--- src/mini_c_lexer_token_classifier_top_assert.svh ---
// assertion macros for the mini c token classifier
// used by mini_c_lexer_token_classifier_top; expects clk and rst_n in scope
`ifndef MINI_C_LEXER_TOKEN_CLASSIFIER_TOP_ASSERT_SVH
`define MINI_C_LEXER_TOKEN_CLASSIFIER_TOP_ASSERT_SVH

// same-cycle implication
`define MCLEX_ASSERT_NOW(lbl, ante, cons) \
  lbl: assert property (@(posedge clk) disable iff (!rst_n) (ante) |-> (cons)) \
    else $error("mclex: same-cycle check failed");

// next-cycle implication
`define MCLEX_ASSERT_NEXT(lbl, ante, cons) \
  lbl: assert property (@(posedge clk) disable iff (!rst_n) (ante) |=> (cons)) \
    else $error("mclex: next-cycle check failed");

`endif

--- src/mclex_pkg.sv ---
// shared types, constants and helper functions for the mini c token classifier
// no dependencies
package mclex_pkg;

  localparam int WORD_LEN_W = 8;
  localparam logic [WORD_LEN_W-1:0] MAX_TOKEN_LENGTH = 8'd255;

  localparam logic [2:0] KIND_KEYWORD = 3'd0;
  localparam logic [2:0] KIND_IDENT   = 3'd1;
  localparam logic [2:0] KIND_NUMBER  = 3'd2;
  localparam logic [2:0] KIND_OPER    = 3'd3;
  localparam logic [2:0] KIND_SYMBOL  = 3'd4;

  localparam logic [1:0] KW_INT   = 2'd0;
  localparam logic [1:0] KW_FLOAT = 2'd1;
  localparam logic [1:0] KW_WHILE = 2'd2;
  localparam logic [1:0] KW_MAIN  = 2'd3;

  localparam logic [7:0] CH_PLUS  = 8'h2B;
  localparam logic [7:0] CH_MINUS = 8'h2D;
  localparam logic [7:0] CH_DOT   = 8'h2E;

  localparam int QDEPTH = 4;
  localparam int QPTR_W = 2;
  localparam int QCNT_W = 3;

  typedef struct packed {
    logic [7:0]            token_length;
    logic [7:0]            second_char;
    logic [7:0]            first_char;
    logic [1:0]            keyword_index;
    logic [2:0]            token_kind;
  } token_t;

  // up to three tokens caused by one input beat
  typedef struct packed {
    logic [1:0]            cnt;
    token_t [2:0]          tok;
  } bundle_t;

  function automatic logic is_space(input logic [7:0] c);
    return (c == 8'h20) || ((c >= 8'd9) && (c <= 8'd13));
  endfunction

  function automatic logic is_operator(input logic [7:0] c);
    return (c == CH_PLUS) || (c == CH_MINUS) || (c == 8'h2A) || (c == 8'h2F) ||
           (c == 8'h3D) || (c == 8'h3C) || (c == 8'h3E);
  endfunction

  function automatic logic is_symbol(input logic [7:0] c);
    return (c == 8'h28) || (c == 8'h29) || (c == 8'h7B) || (c == 8'h7D) ||
           (c == 8'h3B);
  endfunction

  function automatic logic [WORD_LEN_W-1:0] kw_len(input logic [1:0] k);
    logic [WORD_LEN_W-1:0] l;
    case (k)
      KW_INT:   l = 8'd3;
      KW_FLOAT: l = 8'd5;
      KW_WHILE: l = 8'd5;
      KW_MAIN:  l = 8'd4;
      default:  l = 8'd0;
    endcase
    return l;
  endfunction

  function automatic logic [7:0] kw_char(input logic [1:0] k, input logic [2:0] pos);
    logic [7:0] ch;
    ch = 8'h00;
    case (k)
      KW_INT: begin
        case (pos)
          3'd0: ch = "i";
          3'd1: ch = "n";
          3'd2: ch = "t";
          default: ch = 8'h00;
        endcase
      end
      KW_FLOAT: begin
        case (pos)
          3'd0: ch = "f";
          3'd1: ch = "l";
          3'd2: ch = "o";
          3'd3: ch = "a";
          3'd4: ch = "t";
          default: ch = 8'h00;
        endcase
      end
      KW_WHILE: begin
        case (pos)
          3'd0: ch = "w";
          3'd1: ch = "h";
          3'd2: ch = "i";
          3'd3: ch = "l";
          3'd4: ch = "e";
          default: ch = 8'h00;
        endcase
      end
      KW_MAIN: begin
        case (pos)
          3'd0: ch = "m";
          3'd1: ch = "a";
          3'd2: ch = "i";
          3'd3: ch = "n";
          default: ch = 8'h00;
        endcase
      end
      default: ch = 8'h00;
    endcase
    return ch;
  endfunction

  function automatic token_t word_token(input logic [WORD_LEN_W-1:0] len,
                                        input logic [3:0] mask,
                                        input logic num_ok);
    token_t t;
    t = '0;
    t.token_kind   = num_ok ? KIND_NUMBER : KIND_IDENT;
    t.token_length = len;
    for (int k = 3; k >= 0; k--) begin
      if (mask[k] && (len == kw_len(2'(k)))) begin
        t.token_kind    = KIND_KEYWORD;
        t.keyword_index = 2'(k);
      end
    end
    return t;
  endfunction

  function automatic token_t char_token(input logic [2:0] kind, input logic [7:0] c1,
                                        input logic [7:0] c2,
                                        input logic [WORD_LEN_W-1:0] len);
    token_t t;
    t = '0;
    t.token_kind   = kind;
    t.first_char   = c1;
    t.second_char  = c2;
    t.token_length = len;
    return t;
  endfunction

endpackage

--- src/mclex_front.sv ---
// front end: takes one source byte per beat, tracks the open word and the
// held operator, and builds the bundle of tokens the byte causes; uses mclex_pkg
module mclex_front (
  input  logic                 clk,
  input  logic                 rst_n,
  input  logic                 acc,
  input  logic [7:0]           char_code,
  input  logic                 end_of_input,
  output mclex_pkg::bundle_t   bundle
);

  logic [mclex_pkg::WORD_LEN_W-1:0] len_r, len_nxt, len_app;
  logic                             num_r, num_nxt, num_app;
  logic                             dot_r, dot_nxt, dot_app;
  logic [3:0]                       mask_r, mask_nxt, mask_app;
  logic                             pend_r, pend_nxt;
  logic [7:0]                       pchar_r, pchar_nxt;

  logic pair, sp, op, sy, ending, app;
  logic [1:0] cnt;
  mclex_pkg::bundle_t b;

  always_comb begin
    pair = pend_r && ((pchar_r == mclex_pkg::CH_PLUS) || (pchar_r == mclex_pkg::CH_MINUS))
           && (char_code == pchar_r);
    sp = mclex_pkg::is_space(char_code);
    op = mclex_pkg::is_operator(char_code);
    sy = mclex_pkg::is_symbol(char_code);
    ending = !pair && (sp || op || sy);
    app = !pair && !sp && !op && !sy;

    // word state after appending this byte
    mask_app = mask_r;
    for (int k = 0; k < 4; k++) begin
      if ((len_r >= mclex_pkg::kw_len(2'(k))) ||
          (mclex_pkg::kw_char(2'(k), len_r[2:0]) != char_code))
        mask_app[k] = 1'b0;
    end
    dot_app = dot_r;
    num_app = num_r;
    if ((char_code >= "0") && (char_code <= "9")) begin
      num_app = num_r;
    end else if ((char_code == mclex_pkg::CH_DOT) && !dot_r) begin
      dot_app = 1'b1;
    end else begin
      num_app = 1'b0;
    end
    len_app = (len_r < mclex_pkg::MAX_TOKEN_LENGTH) ? len_r + 8'd1 : len_r;

    // token bundle in emission order
    b = '0;
    cnt = 2'd0;
    if (pend_r) begin
      b.tok[cnt] = pair ?
        mclex_pkg::char_token(mclex_pkg::KIND_OPER, pchar_r, char_code, 8'd2) :
        mclex_pkg::char_token(mclex_pkg::KIND_OPER, pchar_r, 8'd0, 8'd1);
      cnt = cnt + 2'd1;
    end
    if (ending && (len_r != '0)) begin
      b.tok[cnt] = mclex_pkg::word_token(len_r, mask_r, num_r);
      cnt = cnt + 2'd1;
    end
    if (!pair && sy) begin
      b.tok[cnt] = mclex_pkg::char_token(mclex_pkg::KIND_SYMBOL, char_code, 8'd0, 8'd1);
      cnt = cnt + 2'd1;
    end
    if (app && end_of_input) begin
      b.tok[cnt] = mclex_pkg::word_token(len_app, mask_app, num_app);
      cnt = cnt + 2'd1;
    end
    if (!pair && op && end_of_input) begin
      b.tok[cnt] = mclex_pkg::char_token(mclex_pkg::KIND_OPER, char_code, 8'd0, 8'd1);
      cnt = cnt + 2'd1;
    end
    b.cnt = cnt;

    // next state
    len_nxt  = len_r;
    num_nxt  = num_r;
    dot_nxt  = dot_r;
    mask_nxt = mask_r;
    if (ending || (app && end_of_input)) begin
      len_nxt  = '0;
      num_nxt  = 1'b1;
      dot_nxt  = 1'b0;
      mask_nxt = 4'hF;
    end else if (app) begin
      len_nxt  = len_app;
      num_nxt  = num_app;
      dot_nxt  = dot_app;
      mask_nxt = mask_app;
    end
    pend_nxt  = !pair && op && !end_of_input;
    pchar_nxt = pend_nxt ? char_code : 8'd0;
  end

  assign bundle = b;

  always_ff @(posedge clk) begin
    if (!rst_n) begin
      len_r   <= '0;
      num_r   <= 1'b1;
      dot_r   <= 1'b0;
      mask_r  <= 4'hF;
      pend_r  <= 1'b0;
      pchar_r <= 8'd0;
    end else if (acc) begin
      len_r   <= len_nxt;
      num_r   <= num_nxt;
      dot_r   <= dot_nxt;
      mask_r  <= mask_nxt;
      pend_r  <= pend_nxt;
      pchar_r <= pchar_nxt;
    end
  end

endmodule

--- src/mclex_fifo.sv ---
// short bundle queue between the front end and the token serializer
// uses mclex_pkg for the bundle type and depth
module mclex_fifo (
  input  logic                 clk,
  input  logic                 rst_n,
  input  logic                 push,
  input  mclex_pkg::bundle_t   push_data,
  input  logic                 pop,
  output mclex_pkg::bundle_t   head,
  output logic                 full,
  output logic                 empty
);

  mclex_pkg::bundle_t              mem [mclex_pkg::QDEPTH];
  logic [mclex_pkg::QPTR_W-1:0]    wr_r, rd_r;
  logic [mclex_pkg::QCNT_W-1:0]    cnt_r, cnt_nxt;

  assign full  = (cnt_r == mclex_pkg::QCNT_W'(mclex_pkg::QDEPTH));
  assign empty = (cnt_r == '0);
  assign head  = mem[rd_r];

  always_comb begin
    cnt_nxt = cnt_r;
    if (push && !pop) cnt_nxt = cnt_r + 1'b1;
    else if (!push && pop) cnt_nxt = cnt_r - 1'b1;
  end

  always_ff @(posedge clk) begin
    if (push) mem[wr_r] <= push_data;
  end

  always_ff @(posedge clk) begin
    if (!rst_n) begin
      wr_r  <= '0;
      rd_r  <= '0;
      cnt_r <= '0;
    end else begin
      if (push) wr_r <= wr_r + 1'b1;
      if (pop) rd_r <= rd_r + 1'b1;
      cnt_r <= cnt_nxt;
    end
  end

endmodule

--- src/mclex_back.sv ---
// back end: walks the head bundle one token per beat into the output register
// uses mclex_pkg for the bundle and token types
module mclex_back (
  input  logic                 clk,
  input  logic                 rst_n,
  input  mclex_pkg::bundle_t   head,
  input  logic                 head_valid,
  output logic                 pop,
  output logic                 out_tvalid,
  input  logic                 out_tready,
  output mclex_pkg::token_t    out_tok,
  output logic                 out_last
);

  logic [1:0]          idx_r, idx_nxt;
  logic                vld_r, vld_nxt;
  mclex_pkg::token_t   tok_r;
  logic                last_r;
  logic                load, take, at_end;

  always_comb begin
    load    = !vld_r || out_tready;
    take    = head_valid && load;
    at_end  = (idx_r == (head.cnt - 2'd1));
    pop     = take && at_end;
    idx_nxt = idx_r;
    if (take) idx_nxt = at_end ? 2'd0 : idx_r + 2'd1;
    vld_nxt = load ? head_valid : vld_r;
  end

  always_ff @(posedge clk) begin
    if (!rst_n) begin
      idx_r <= 2'd0;
      vld_r <= 1'b0;
    end else begin
      idx_r <= idx_nxt;
      vld_r <= vld_nxt;
    end
  end

  always_ff @(posedge clk) begin
    if (take) begin
      tok_r  <= head.tok[idx_r];
      last_r <= at_end;
    end
  end

  assign out_tvalid = vld_r;
  assign out_tok    = tok_r;
  assign out_last   = last_r;

endmodule

--- src/mini_c_lexer_token_classifier_top.sv ---
// mini c token classifier: source bytes in, classified tokens out
// uses mclex_pkg, mclex_front, mclex_fifo, mclex_back and the assert header
//
// input stream: one source byte per beat on in_tdata, in_tlast on the final
// byte of the text; pending word and held operator flush after that byte.
// output stream: one token per beat, token kind on out_tuser, the rest on
// out_tdata; out_tlast marks the last token a given input byte caused.
// a byte causes zero to three tokens.
// path: the tokens a byte causes enter the queue as one bundle when the byte is
// accepted; the back end then loads the first into the register behind out_tdata.
// throughput: one byte per cycle while out_tready is high and each byte causes at
// most one token; the token register drains one token per cycle while out_tready
// is high, so a byte causing more tokens holds the back end until all are taken.
// a four-entry bundle queue absorbs bursts. in_tready drops only while it is full.
// stall: when out_tready is low the token register holds, the queue fills,
// and then in_tready falls; nothing is lost or repeated.
// reset: rst_n low clears word tracking, the held operator, the queue and the
// output valid; the block is ready as soon as reset is released.
`include "mini_c_lexer_token_classifier_top_assert.svh"
module mini_c_lexer_token_classifier_top (
  input  logic        clk,
  input  logic        rst_n,
  input  logic        in_tvalid,
  output logic        in_tready,
  input  logic [7:0]  in_tdata,   // char_code[7:0]
  input  logic        in_tlast,   // end_of_input
  output logic        out_tvalid,
  input  logic        out_tready,
  output logic [31:0] out_tdata,  // keyword_index[1:0], first_char[9:2], second_char[17:10],
                                  // token_length[25:18], zero[31:26]
  output logic [2:0]  out_tuser,  // token_kind[2:0]
  output logic        out_tlast   // last_of_run
);

  mclex_pkg::bundle_t front_bundle, q_head;
  mclex_pkg::token_t  tok;
  logic               acc, push, pop, q_full, q_empty;

  assign in_tready = !q_full;
  assign acc       = in_tvalid && in_tready;
  assign push      = acc && (front_bundle.cnt != 2'd0);

  mclex_front u_front (
    .clk          (clk),
    .rst_n        (rst_n),
    .acc          (acc),
    .char_code    (in_tdata),
    .end_of_input (in_tlast),
    .bundle       (front_bundle)
  );

  mclex_fifo u_fifo (
    .clk       (clk),
    .rst_n     (rst_n),
    .push      (push),
    .push_data (front_bundle),
    .pop       (pop),
    .head      (q_head),
    .full      (q_full),
    .empty     (q_empty)
  );

  mclex_back u_back (
    .clk        (clk),
    .rst_n      (rst_n),
    .head       (q_head),
    .head_valid (!q_empty),
    .pop        (pop),
    .out_tvalid (out_tvalid),
    .out_tready (out_tready),
    .out_tok    (tok),
    .out_last   (out_tlast)
  );

  assign out_tdata = {6'b000000, tok.token_length, tok.second_char, tok.first_char,
                      tok.keyword_index};
  assign out_tuser = tok.token_kind;

  `MCLEX_ASSERT_NOW(a_push_count, push, (front_bundle.cnt != 2'd0))
  `MCLEX_ASSERT_NOW(a_full_blocks, q_full, !in_tready)
  `MCLEX_ASSERT_NEXT(a_pop_last, pop, (out_tvalid && out_tlast))

endmodule

--- config.mk ---
export PLATFORM = sky130hd
export DESIGN_NAME = mini_c_lexer_token_classifier_top
export DESIGN_NICKNAME = d
export VERILOG_FILES = /design/src/mclex_pkg.sv /design/src/mclex_front.sv /design/src/mclex_fifo.sv /design/src/mclex_back.sv /design/src/mini_c_lexer_token_classifier_top.sv
export VERILOG_INCLUDE_DIRS = /design/src /design/src/src
export SDC_FILE = /design/constraint.sdc
export NUM_CORES = 1
export LEC_CHECK = 0
export BUFFER_PORTS_ARGS = -buffer_cell sky130_fd_sc_hd__buf_2
export CAP_MARGIN = 10
export CORE_MARGIN = 10
export CORE_UTILIZATION = 62
export CTS_CLUSTER_SIZE = 10
export DETAILED_ROUTE_END_ITERATION = 6
export GPL_ROUTABILITY_DRIVEN = 0
export PLACE_DENSITY = 0.8
export REMOVE_ABC_BUFFERS = 1
export SLEW_MARGIN = 20
export SYNTH_ARGS = -nofsm -noshare
export SYNTH_HDL_FRONTEND = slang
export SYNTH_SLANG_ARGS = --single-unit
export TNS_END_PERCENT = 10
--- constraint.sdc ---
create_clock -name clk -period 8.5 [get_ports clk]
set_input_delay 1.7 -clock clk [delete_from_list [all_inputs] [get_ports clk]]
set_output_delay 1.7 -clock clk [all_outputs]
set_load 0.03 [all_outputs]
==> impl_metrics.toml <==
[run_status]
outcome = "finished, violations left"
violations = "design-rule violations"

[critical_path]
rrSetupSlack_ns = 2.69
timing.critical_path.slowest_cell_delay_ns = 0.43
end_kind = "flop"
cp_max_fo = 25
critPathArrivalTime_ns = 7.13
worstPathCellList = "buf_2 -> and3b_1 -> o211a_1 -> o211a_2 -> or3_1 -> and3_1 -> inv_1 -> ha_1 -> xnor2_1 -> ha_1 -> nand2_1 -> o21a_1 -> inv_1 -> ha_1 -> nand2_1 -> o31a_1 -> o21ba_1 -> ha_1 -> inv_1 -> fa_1 -> xor2_1 -> or3_1 -> a21boi_0"
path_class = "input pin to flop"
worstPathBufferInverterCount = 4
slowest_cell_on_the_critical_path = "fa_1"
kind_of_cell_adding_the_most_delay_to_the_critical_path = "adder cells"
path_common_cell = "ha_1"
worst-endpoint-required_ns = 8.94
worst_setup_path_start_kind = "input pin"

[clock_network]
reg_clk_slew_reported_paths_ns = 0.06
cts-hold-fix-buffers = 0
ctsResizeCount = 0
htree_levels = 2
sink_count = 357
cts_post_setup_buffers_inserted = 0
clk-insertion-delay-late_ns = 0.53
cts-buffers-inserted = 41
deepest_clock_path_buffer_count = 3
root_buffer = "clkbuf_16"
clock_tree_from_tritoncts = "built"

[logic_synthesis]
ys_ff_latch = 357
dominant_combinational_cell_family_by_area_after_synthesis = "multiplexers"
post_synthesis_mean_instance_area_sq_um = 15.4
most_repeated_cell_in_the_gate_level_netlist_after_synthesis = "edfxtp_1"
synthSimpleGateAreaFrac = 0.0873
sequential_element_share_of_the_synthesized_area = 0.663
ys.flop_type = "edfxtp_1"
synth_async_sr_flop_share = 0
synth_xor_xnor_area_share = 0.0140
synth_mux_area_frac = 0.123
post_synth_num_cell_types = 82
yosysWarningCount = 0
number_of_flops_mapped_to_enable_cells_by_yosys = 322
mappedNetlistArea_sq_um = 15600
synth.top_cells.by_area = "edfxtp_1 62%, mux4_2 11%, dfxtp_1 4.5%, mux2i_1 1.7%, a21oi_1 1.4%"
post-synth-top-area-cell = "edfxtp_1"
synthTopCellsByCount = "322 x edfxtp_1, 73 x mux4_2, 48 x nand2_1"
synth.top_cell.area_share = 0.618
netlist_instances = 1014
yosys.area_share.adder = 0.0149
synth-compound-area-share = 0.0663

[final_layout]
diodes = 0
ff_latch_area_sq_um = 10400
multiInputGateArea_sq_um = 4910
finalCoreUtilization = 0.694
flow.area_growth_from_synthesis_pct = 11.0
num-fill-cells = 1603
drive_above_1_share = 0.191
num-nets-final = 1099

[power]
static-leakage-power_nw = 5.97
switching_power_mw = 1.48
pwr_density_cell_nw_per_um2 = 287
p_sw_frac = 0.296
vdd_drop_max_uv = 376
share_comb_of_total_power = 0.234
clockPowerShare = 0.314
cell_internal_pwr_mw = 3.51
seq_power_share = 0.453

[floorplan]
placement_rows = 58
die_area_sq_um = 32000
floorplan.die.width_um = 179
core_region_area_sq_um = 25000
die_height_um = 179
io-pin-count = 51
floorplan.initialDensity = 0.625

[routing]
drcViolationCount = 2
detailedRoute.firstIterationViolations = 1037
drt_wl_total_mm = 34.5
num_vias = 9179
detail_route.first_pass.iterations = 7
route.antenna.remaining_nets = 0
detail_route.wl_per_cell_um = 24.2
viasPerCell = 6.42

[timing]
timing_worst_slew_pin_value_ns = 1.07
rsz_0062_raised_after_global_routing = "false"
final_period_minus_worst_setup_slack_ns = 6.68
final_hold_fails = 0
setup-violations-final = 0
fin_crit_sh = 0.786
timing.max_slew.rel_slack = 0.284
fin_worst_skew_ns = 0.0158
pins_over_their_slew_limit = 0
final.setup.tns_ns = 0
achievable-frequency_mhz = 150

[place]
detailed_place_hpwl_mm = 20.7
io_buffer_count = 44

[run]
drv.max_cap_violation_count = 0

[global_routing]
antenna_found_initial = 1
grt_pass1_wl_mm = 53.8
grt.overflow.total = 0
global_route.usage.total = 0.219
maximum_number_of_pins_on_one_net_before_global_route_repair = 63
grt_pass1_vias = 9300

[hold_path]
holdCritPathClass = "flop to flop"
## worst min-delay path: stages (launching register included)
cell	delay [ns]
dfxtp_1	0.34
a21oi_1	0.05
nor2_1	0.08
## path summary, 6_finish.rpt
kind,start,end,cells after the start
max,in_tdata[1],u_fifo.cnt_r[2]$_SDFFE_PN0P_,23
min,u_front.dot_r$_SDFFE_PN0P_,u_front.dot_r$_SDFFE_PN0P_,2
max reg2reg,u_front.len_r[0]$_SDFFE_PN0P_,u_fifo.cnt_r[2]$_SDFFE_PN0P_,22
min reg2reg,u_front.dot_r$_SDFFE_PN0P_,u_front.dot_r$_SDFFE_PN0P_,2
## metrics by stage
step	setup slack, ns	hold WS [ns]	cells	instance area, sq um	power [mW]
floorplan	1.51	0.437	966	15400	3.12
detailed placement	1.41	0.461	1355	16200	3.45
global placement	1.62	0.453	1355	16200	3.42
finish	1.82	0.494	1430	17400	4.98
global route	1.65	0.501	1430	17400	5.17
CTS	1.94	0.475	1430	17400	5.01
## cell families (layout without fill, tap and decap cells)
group	count (synthesis)	count (layout)
buffers and inverters	116	177
XOR/XNOR	25	25
multiplexers	101	101
flip-flops	357	357
adder cells (fa/ha/maj)	18	18
AO/OA/AOI/OAI	153	153
AND/OR/NAND/NOR	243	243
other	1	26
## placed cells by master, fill, tap and decap left out, types with 22 or more instances in the layout
master,count
dfxtp_1,32
nor2_1,39
inv_1,42
a21oi_1,41
o22ai_1,22
buf_2,44
nand3_1,23
mux2i_1,27
nor2b_1,30
clkbuf_1,31
mux4_2,73
conb_1,26
clkbuf_16,41
edfxtp_1,322
nand2_1,48
## power groups by stage
| stage | registers (mW) | clock network [mW] | logic (mW) |
|---|---|---|---|
| 3_3_place_gp | 2.28 | 0 | 1.13 |
| 4_1_cts | 2.26 | 1.58 | 1.17 |
| 5_1_grt | 2.28 | 1.65 | 1.24 |
| 6_report | 2.25 | 1.56 | 1.17 |
| 3_5_place_dp | 2.29 | 0 | 1.16 |
| 2_1_floorplan | 2.49 | 0 | 0.628 |
## layer usage
layer | routed length, um | up-vias | GRT usage
li1 | - | 4034 | -
met1 | 13800 | 4544 | 0.302
met2 | 16800 | 526 | 0.353
met3 | 3190 | 73 | 0.0409
met4 | 818 | 2 | 0.0623
met5 | 7 | - | 0
## layout make-up
type,instances,share of cell area
sequential,357,0.597
multi-input combinational,566,0.283
clock buffer,73,0.0666
tap,330,0.0238
timing repair buffer,59,0.0192
inverter,43,0.00944
clock inverter,2,0.00101
## registers in the layout, summed over array words and instances, names as in the netlist, 2 cells and up, named ones only
signal and flops:
u_back.idx_r 2, u_back.out_tok 29, u_fifo.cnt_r 3, u_fifo.mem 292, u_fifo.rd_r 2, u_fifo.wr_r 2
u_front.len_r 8, u_front.mask_r 4, u_front.pchar_r 8
Power figures use the tool's default switching activity.
